File: src/design/worst_fit_block_allocator_assert.svh
// Assertion macros for the worst-fit block allocator.
`ifndef WORST_FIT_BLOCK_ALLOCATOR_ASSERT_SVH
`define WORST_FIT_BLOCK_ALLOCATOR_ASSERT_SVH

// Condition must hold at every edge out of reset.
`define WFBA_ASSERT_ALWAYS(lbl, clk_s, rstn_s, cond, msg) \
    lbl: assert property (@(posedge clk_s) disable iff (!rstn_s) (cond)) else $error(msg);

// Consequent must hold in the same cycle as the antecedent.
`define WFBA_ASSERT_IMPLY(lbl, clk_s, rstn_s, ante, cons, msg) \
    lbl: assert property (@(posedge clk_s) disable iff (!rstn_s) (ante) |-> (cons)) \
        else $error(msg);

// Consequent must hold in the cycle after the antecedent.
`define WFBA_ASSERT_NEXT(lbl, clk_s, rstn_s, ante, cons, msg) \
    lbl: assert property (@(posedge clk_s) disable iff (!rstn_s) (ante) |=> (cons)) \
        else $error(msg);

`endif

File: src/design/wfba_pkg.sv
`timescale 1ns / 1ps

package wfba_pkg;

    localparam logic [1:0] ACT_CLEAR   = 2'd0;
    localparam logic [1:0] ACT_ADD     = 2'd1;
    localparam logic [1:0] ACT_REQUEST = 2'd2;

    localparam logic [2:0] ST_CLEARED = 3'd0;
    localparam logic [2:0] ST_ADDED   = 3'd1;
    localparam logic [2:0] ST_GRANTED = 3'd2;
    localparam logic [2:0] ST_NOFIT   = 3'd3;
    localparam logic [2:0] ST_FULL    = 3'd4;

    typedef struct packed {
        logic [1:0]  action;
        logic [15:0] item_size;
    } wfba_item_t;

    typedef struct packed {
        logic [2:0] status;
        logic [4:0] block_index;
    } wfba_result_t;

endpackage

File: src/design/worst_fit_block_allocator.sv
`timescale 1ns / 1ps
// Channel   Signals              Direction  Handshake
// item      start, busy, item    in         accepted when start && !busy
// result    done, result         out        one-cycle strobe, no backpressure
//
// Clear and add need no scan; done rises the cycle after the request.
// An allocation request scans the size memory one entry per cycle through its
// single read port, then passes through the drain and decide states (an empty
// table goes straight to decide), busy high meanwhile.
// Reset clears the count and all taken flags; the size memory holds no reset.
// Results cannot be stalled: each done pulse lasts exactly one cycle.
module worst_fit_block_allocator
    import wfba_pkg::*;
#(
    parameter int MAX_BLOCKS = 32,
    parameter int SIZE_BITS  = 16
)
(
    input  logic         clk,
    input  logic         rst_n,
    input  logic         start,
    output logic         busy,
    input  wfba_item_t   item,
    output logic         done,
    output wfba_result_t result
);

    localparam int IDX_W = $clog2(MAX_BLOCKS);
    localparam int CNT_W = $clog2(MAX_BLOCKS + 1);

    typedef enum logic [3:0] {
        S_IDLE   = 4'b0001,
        S_SCAN   = 4'b0010,
        S_DRAIN  = 4'b0100,
        S_DECIDE = 4'b1000
    } state_t;

    state_t                 state_reg, state_next;
    logic [CNT_W-1:0]       count_reg, count_next;
    logic [MAX_BLOCKS-1:0]  taken_reg, taken_next;
    logic [IDX_W-1:0]       rd_addr_reg, rd_addr_next;
    logic [IDX_W-1:0]       last_reg, last_next;
    logic [SIZE_BITS-1:0]   req_size_reg, req_size_next;
    logic                   pipe_vld_reg, pipe_vld_next;
    logic [IDX_W-1:0]       pipe_idx_reg, pipe_idx_next;
    logic                   pipe_taken_reg, pipe_taken_next;
    logic                   found_reg, found_next;
    logic [IDX_W-1:0]       best_idx_reg, best_idx_next;
    logic [SIZE_BITS-1:0]   best_size_reg, best_size_next;
    logic                   done_reg, done_next;
    wfba_result_t           result_reg, result_next;

    logic [SIZE_BITS-1:0]   mem [MAX_BLOCKS];
    logic [SIZE_BITS-1:0]   rd_data_reg;
    logic                   mem_we;
    logic                   mem_re;
    logic [IDX_W-1:0]       mem_waddr;
    logic [SIZE_BITS-1:0]   mem_wdata;

    // Writes happen only in idle and reads only while scanning, so the two
    // ports never touch the same entry in one cycle.
    always_ff @(posedge clk)
    begin
        if (mem_we)
        begin
            mem[mem_waddr] <= mem_wdata;
        end
    end

    always_ff @(posedge clk)
    begin
        if (mem_re)
        begin
            rd_data_reg <= mem[rd_addr_reg];
        end
    end

    always_comb
    begin
        state_next      = state_reg;
        count_next      = count_reg;
        taken_next      = taken_reg;
        rd_addr_next    = rd_addr_reg;
        last_next       = last_reg;
        req_size_next   = req_size_reg;
        pipe_vld_next   = 1'b0;
        pipe_idx_next   = pipe_idx_reg;
        pipe_taken_next = pipe_taken_reg;
        found_next      = found_reg;
        best_idx_next   = best_idx_reg;
        best_size_next  = best_size_reg;
        done_next       = 1'b0;
        result_next     = result_reg;
        mem_we          = 1'b0;
        mem_re          = 1'b0;
        mem_waddr       = count_reg[IDX_W-1:0];
        mem_wdata       = SIZE_BITS'(item.item_size);

        // Keep the largest free entry; strict compare leaves ties to the lower index.
        if (pipe_vld_reg && !pipe_taken_reg && (!found_reg || best_size_reg < rd_data_reg))
        begin
            found_next     = 1'b1;
            best_idx_next  = pipe_idx_reg;
            best_size_next = rd_data_reg;
        end

        unique case (state_reg)
            S_IDLE:
            begin
                if (start)
                begin
                    unique case (item.action)
                        ACT_CLEAR:
                        begin
                            count_next  = '0;
                            taken_next  = '0;
                            done_next   = 1'b1;
                            result_next = '{status: ST_CLEARED, block_index: 5'd0};
                        end
                        ACT_ADD:
                        begin
                            done_next = 1'b1;
                            if (count_reg == CNT_W'(MAX_BLOCKS))
                            begin
                                result_next = '{status: ST_FULL, block_index: 5'd0};
                            end
                            else
                            begin
                                mem_we                 = 1'b1;
                                taken_next[mem_waddr]  = 1'b0;
                                count_next             = count_reg + CNT_W'(1);
                                result_next = '{status: ST_ADDED, block_index: 5'(count_reg)};
                            end
                        end
                        ACT_REQUEST:
                        begin
                            req_size_next = SIZE_BITS'(item.item_size);
                            found_next    = 1'b0;
                            rd_addr_next  = '0;
                            last_next     = IDX_W'(count_reg - CNT_W'(1));
                            if (count_reg == '0)
                            begin
                                state_next = S_DECIDE;
                            end
                            else
                            begin
                                state_next = S_SCAN;
                            end
                        end
                        default:
                        begin
                            // drop unused action code
                        end
                    endcase
                end
            end
            S_SCAN:
            begin
                mem_re          = 1'b1;
                pipe_vld_next   = 1'b1;
                pipe_idx_next   = rd_addr_reg;
                pipe_taken_next = taken_reg[rd_addr_reg];
                if (rd_addr_reg == last_reg)
                begin
                    state_next = S_DRAIN;
                end
                else
                begin
                    rd_addr_next = rd_addr_reg + IDX_W'(1);
                end
            end
            S_DRAIN:
            begin
                // last read data is compared this cycle
                state_next = S_DECIDE;
            end
            S_DECIDE:
            begin
                done_next  = 1'b1;
                state_next = S_IDLE;
                if (found_reg && best_size_reg >= req_size_reg)
                begin
                    taken_next[best_idx_reg] = 1'b1;
                    result_next = '{status: ST_GRANTED, block_index: 5'(best_idx_reg)};
                end
                else
                begin
                    result_next = '{status: ST_NOFIT, block_index: 5'd0};
                end
            end
            default:
            begin
                state_next = S_IDLE;
            end
        endcase
    end

    always_ff @(posedge clk or negedge rst_n)
    begin
        if (!rst_n)
        begin
            state_reg    <= S_IDLE;
            count_reg    <= '0;
            taken_reg    <= '0;
            pipe_vld_reg <= 1'b0;
            found_reg    <= 1'b0;
            done_reg     <= 1'b0;
        end
        else
        begin
            state_reg    <= state_next;
            count_reg    <= count_next;
            taken_reg    <= taken_next;
            pipe_vld_reg <= pipe_vld_next;
            found_reg    <= found_next;
            done_reg     <= done_next;
        end
    end

    always_ff @(posedge clk)
    begin
        rd_addr_reg    <= rd_addr_next;
        last_reg       <= last_next;
        req_size_reg   <= req_size_next;
        pipe_idx_reg   <= pipe_idx_next;
        pipe_taken_reg <= pipe_taken_next;
        best_idx_reg   <= best_idx_next;
        best_size_reg  <= best_size_next;
        result_reg     <= result_next;
    end

    assign busy   = (state_reg != S_IDLE);
    assign done   = done_reg;
    assign result = result_reg;

`include "worst_fit_block_allocator_assert.svh"

    `WFBA_ASSERT_ALWAYS(a_count_bound, clk, rst_n, count_reg <= CNT_W'(MAX_BLOCKS), "block count past table size")
    `WFBA_ASSERT_IMPLY(a_scan_addr, clk, rst_n, state_reg == S_SCAN, rd_addr_reg <= last_reg, "scan address past last entry")
    `WFBA_ASSERT_IMPLY(a_grant_taken, clk, rst_n, done_reg && result_reg.status == ST_GRANTED, taken_reg[best_idx_reg], "granted block not marked taken")
    `WFBA_ASSERT_NEXT(a_decide_done, clk, rst_n, state_reg == S_DECIDE, done_reg && !busy, "request finished without result")

endmodule
File: config.mk
export PLATFORM = sky130hd
export DESIGN_NAME = worst_fit_block_allocator
export DESIGN_NICKNAME = d
export VERILOG_FILES = /design/src/design/wfba_pkg.sv /design/src/design/worst_fit_block_allocator.sv
export VERILOG_INCLUDE_DIRS = /design/src /design/src/design
export SDC_FILE = /design/constraint.sdc
export NUM_CORES = 1
export LEC_CHECK = 0
export BUFFER_PORTS_ARGS = -buffer_cell sky130_fd_sc_hd__buf_2
export CAP_MARGIN = 10
export CORE_MARGIN = 1
export CORE_UTILIZATION = 61
export DETAILED_ROUTE_END_ITERATION = 6
export HOLD_SLACK_MARGIN = 0.02
export PLACE_DENSITY = 0.75
export SETUP_SLACK_MARGIN = 0.4
export SYNTH_ARGS = -nofsm -noshare
export SYNTH_HDL_FRONTEND = slang
export SYNTH_SLANG_ARGS = --single-unit
File: constraint.sdc
create_clock -name clk -period 8.2 [get_ports clk]
set_input_delay 0 -clock clk [delete_from_list [all_inputs] [get_ports clk]]
set_output_delay 0 -clock clk [all_outputs]
set_load 0.005 [all_outputs]
==> out/metrics.cfg <==
[clock_tree]
post_cts_resize_count = 0
cts.path.max_buffers = 3
cts_sinks = 634
postCtsSetupRepairBufs = 0
htreeDepth = 2
cts-root-buf = clkbuf_16
cts_buffers = 60
clock_latency_ns = 0.65
postCtsHoldBufs = 22
clk_pin_slew_ns = 0.06
cts_tree = done

[yosys]
ys_ff_latch = 634
synth_top_area_share_pct = 69.0
ys_types = 51
synth_commonest_cells = 589 x edfxtp_1, 136 x mux4_2, 68 x mux2i_1
syn_area_um2 = 25600
ys_top_cells_by_area = edfxtp_1 69%, mux4_2 12%, dfrtp_1 4.3%
synth-edff-count = 589
synth_top_cell_by_area = edfxtp_1
syn_area_per_cell_um2 = 19.5
ys_warn_count = 0
synthFlopType = edfxtp_1
synth_fp_nets = 1370
netlist_instances = 1313
synth_most_common_cell = edfxtp_1
ys_async_sr_fraction_pct = 7.10
seq_area_frac_synth_pct = 73.4

[route]
via_per_inst = 6.61
drt_iter0_markers = 1466
vias = 13100
drt_first_pass_iters = 7
drt_wl_total_um = 58100
route.detailed.drc = 2
wl_per_cell_um = 29.3
ant_nets = 0

[floorplan]
core_region_area_um2 = 41100
ios = 31
num_rows = 74
dieHeight_um = 207
die_area_um2 = 42800
die_w_um = 207
start_util_pct = 62.3

[critical_path]
critPathSlowestCell = nor4b_1
cp_top_family = simple AND/OR/NAND/NOR gates
r2r_cells = 8
end_kind = flop
critPathRequiredTime_ns = 8.59
worstSetupPathType = flop to flop
r2r-end = mem[18][1]$_DFFE_PP_
cp-start-kind = flop
reg2reg_from = count_reg[0]$_DFFE_PN0P_
reg2reg_slack_ns = 4.86
critical_path_peak_fanout = 11
path_cells = inv_1 > ha_1 > nor4b_1 > a21o_1 > nor2_4 > nand2_1 > nor2_1 > buf_4
critPathBufInv = 2
crit_path_max_incr_delay_ns = 0.89
arrival_ns = 3.73

[pwr]
combPwrFrac_pct = 7.7
internal_power_w = 0.00525
p_leak_nw = 9.78
power.switching_w = 0.00156
peakVddDrop_mv = 0.202
powerDensity_nw_per_um2 = 238
p_sw_share_pct = 22.9
seq_power_share_pct = 53.5
clockPowerShare_pct = 38.7

[global_route]
grt_pass1_vias = 13500
grt_pass1_wl_um = 86300
grt_util_all_layers_pct = 28.7
grt_max_degree = 137
grt_overflow = 0
antenna_found_initial = 1

[timing]
fin_crit_sh_pct = 40.8
fin_setup_tns_ns = 0
max_freq_mhz = 299
rsz0062_at_grt = no
hold_viol = 0
whs_ns = 0.152
slew_viol_final = 0
period_minus_slack_ns = 3.34
final.setup_skew_ns = 0.0355
worstMarginPinSlew_ns = 1.24
setup_violations = 0
slew_headroom_pct = 16.9

[place]
dpl.hpwl_um = 33800
port-buffer-count = 30
gp_congestion = 0.875

[final_layout]
area_growth_pct = 11.5
multi_input_area_um2 = 6330
fin_nets = 1458
fill_cells = 2566
register_area_um2 = 18800
drive_above_1_share_pct = 20.8
largest_register_ffs = 512

[run_status]
violations = DRC
status = finished, violations left

[min_path]
hold_class = primary input to async pin

[run]
maxCapViolations = 0

[cell usage in the layout (no fill, tap or decap), types with 17 or more instances in the layout]
cell	n
a32o_1	34
ha_1	36
mux2i_1	68
nand2_1	50
inv_1	40
dlygate4sd3_1	22
clkbuf_16	60
mux4_2	136
nor2_1	55
buf_4	43
a221oi_1	17
dfrtp_1	44
clkinv_1	20
a22o_1	20
buf_2	30
edfxtp_1	589
a21o_1	35
[logic make-up (layout without fill, tap and decap cells)]
kind of cell | count (synthesis) | count (layout) | share of synthesized area (%)
AND/OR/NAND/NOR | 171 | 171 | 3.20
XOR/XNOR | 15 | 15 | 0.513
flip-flops | 634 | 634 | 73.4
buffers and inverters | 112 | 248 | 1.97
adder cells (fa/ha/maj) | 36 | 36 | 1.76
multiplexers | 204 | 204 | 14.6
other | 0 | 2 | 0
AO/OA/AOI/OAI | 141 | 141 | 4.55
[how the worst max path moves through the flow]
stage / start / end / slack [ns] / depth (start not counted)
floorplan: state_reg[0]$_DFFE_PN1P_ / mem[0][0]$_DFFE_PP_ / 4.68 / 4
global placement: state_reg[0]$_DFFE_PN1P_ / mem[18][11]$_DFFE_PP_ / 4.95 / 6
detailed placement: count_reg[0]$_DFFE_PN0P_ / mem[18][13]$_DFFE_PP_ / 4.90 / 8
CTS: count_reg[0]$_DFFE_PN0P_ / mem[18][12]$_DFFE_PP_ / 4.89 / 8
global route: count_reg[0]$_DFFE_PN0P_ / mem[18][12]$_DFFE_PP_ / 4.64 / 8
finish: count_reg[0]$_DFFE_PN0P_ / mem[18][1]$_DFFE_PP_ / 4.86 / 8
[through the flow]
stage                     cells  area (um^2)  utilization (%)  total power [W]  setup slack (ns)
final                      1983        28600             69.5          0.00680              4.86
after global placement     1848        26500             64.4          0.00421              4.95
after floorplan            1313        25600                -          0.00403              4.68
after detailed placement   1848        26500             64.4          0.00422              4.90
after global routing       1982        28600             69.5          0.00699              4.64
after CTS                  1980        28600             69.5          0.00683              4.89
[cell type report]
class                   count  area share (%)
flip-flops and latches    634            65.8
multi-input cells         567            22.2
clock buffers              75            5.52
repair buffers             98            2.62
well taps                 532            2.33
clock inverters            35           0.985
inverters                  40           0.525
diodes                      2          0.0175
[worst reg2reg max path: stages, from the launching register on]
cell     delay, ns
dfrtp_1       0.45
inv_1         0.14
ha_1          0.48
nor4b_1       0.89
a21o_1        0.32
nor2_4        0.07
nand2_1       0.23
nor2_1        0.27
buf_4         0.26
[power groups by stage]
| stage | Sequential, W | Combinational, W | Clock [W] |
|---|---|---|---|
| finish | 0.00364 | 0.000527 | 0.00263 |
| global route | 0.00365 | 0.000562 | 0.00278 |
| CTS | 0.00364 | 0.000526 | 0.00266 |
| detailed placement | 0.00371 | 0.000514 | 0 |
| global placement | 0.00370 | 0.000504 | 0 |
| floorplan | 0.00368 | 0.000343 | 0 |
[per-layer routing]
layer / vias up / GRT usage [%] / routed length, um
li1: 5528 / - / -
met5: - / 0 / 0
met4: 0 / 10.9 / 2030
met3: 119 / 4.69 / 4900
met1: 6841 / 41.3 / 23300
met2: 617 / 44.9 / 27900
No activity file was read; power rests on OpenSTA's default activity.
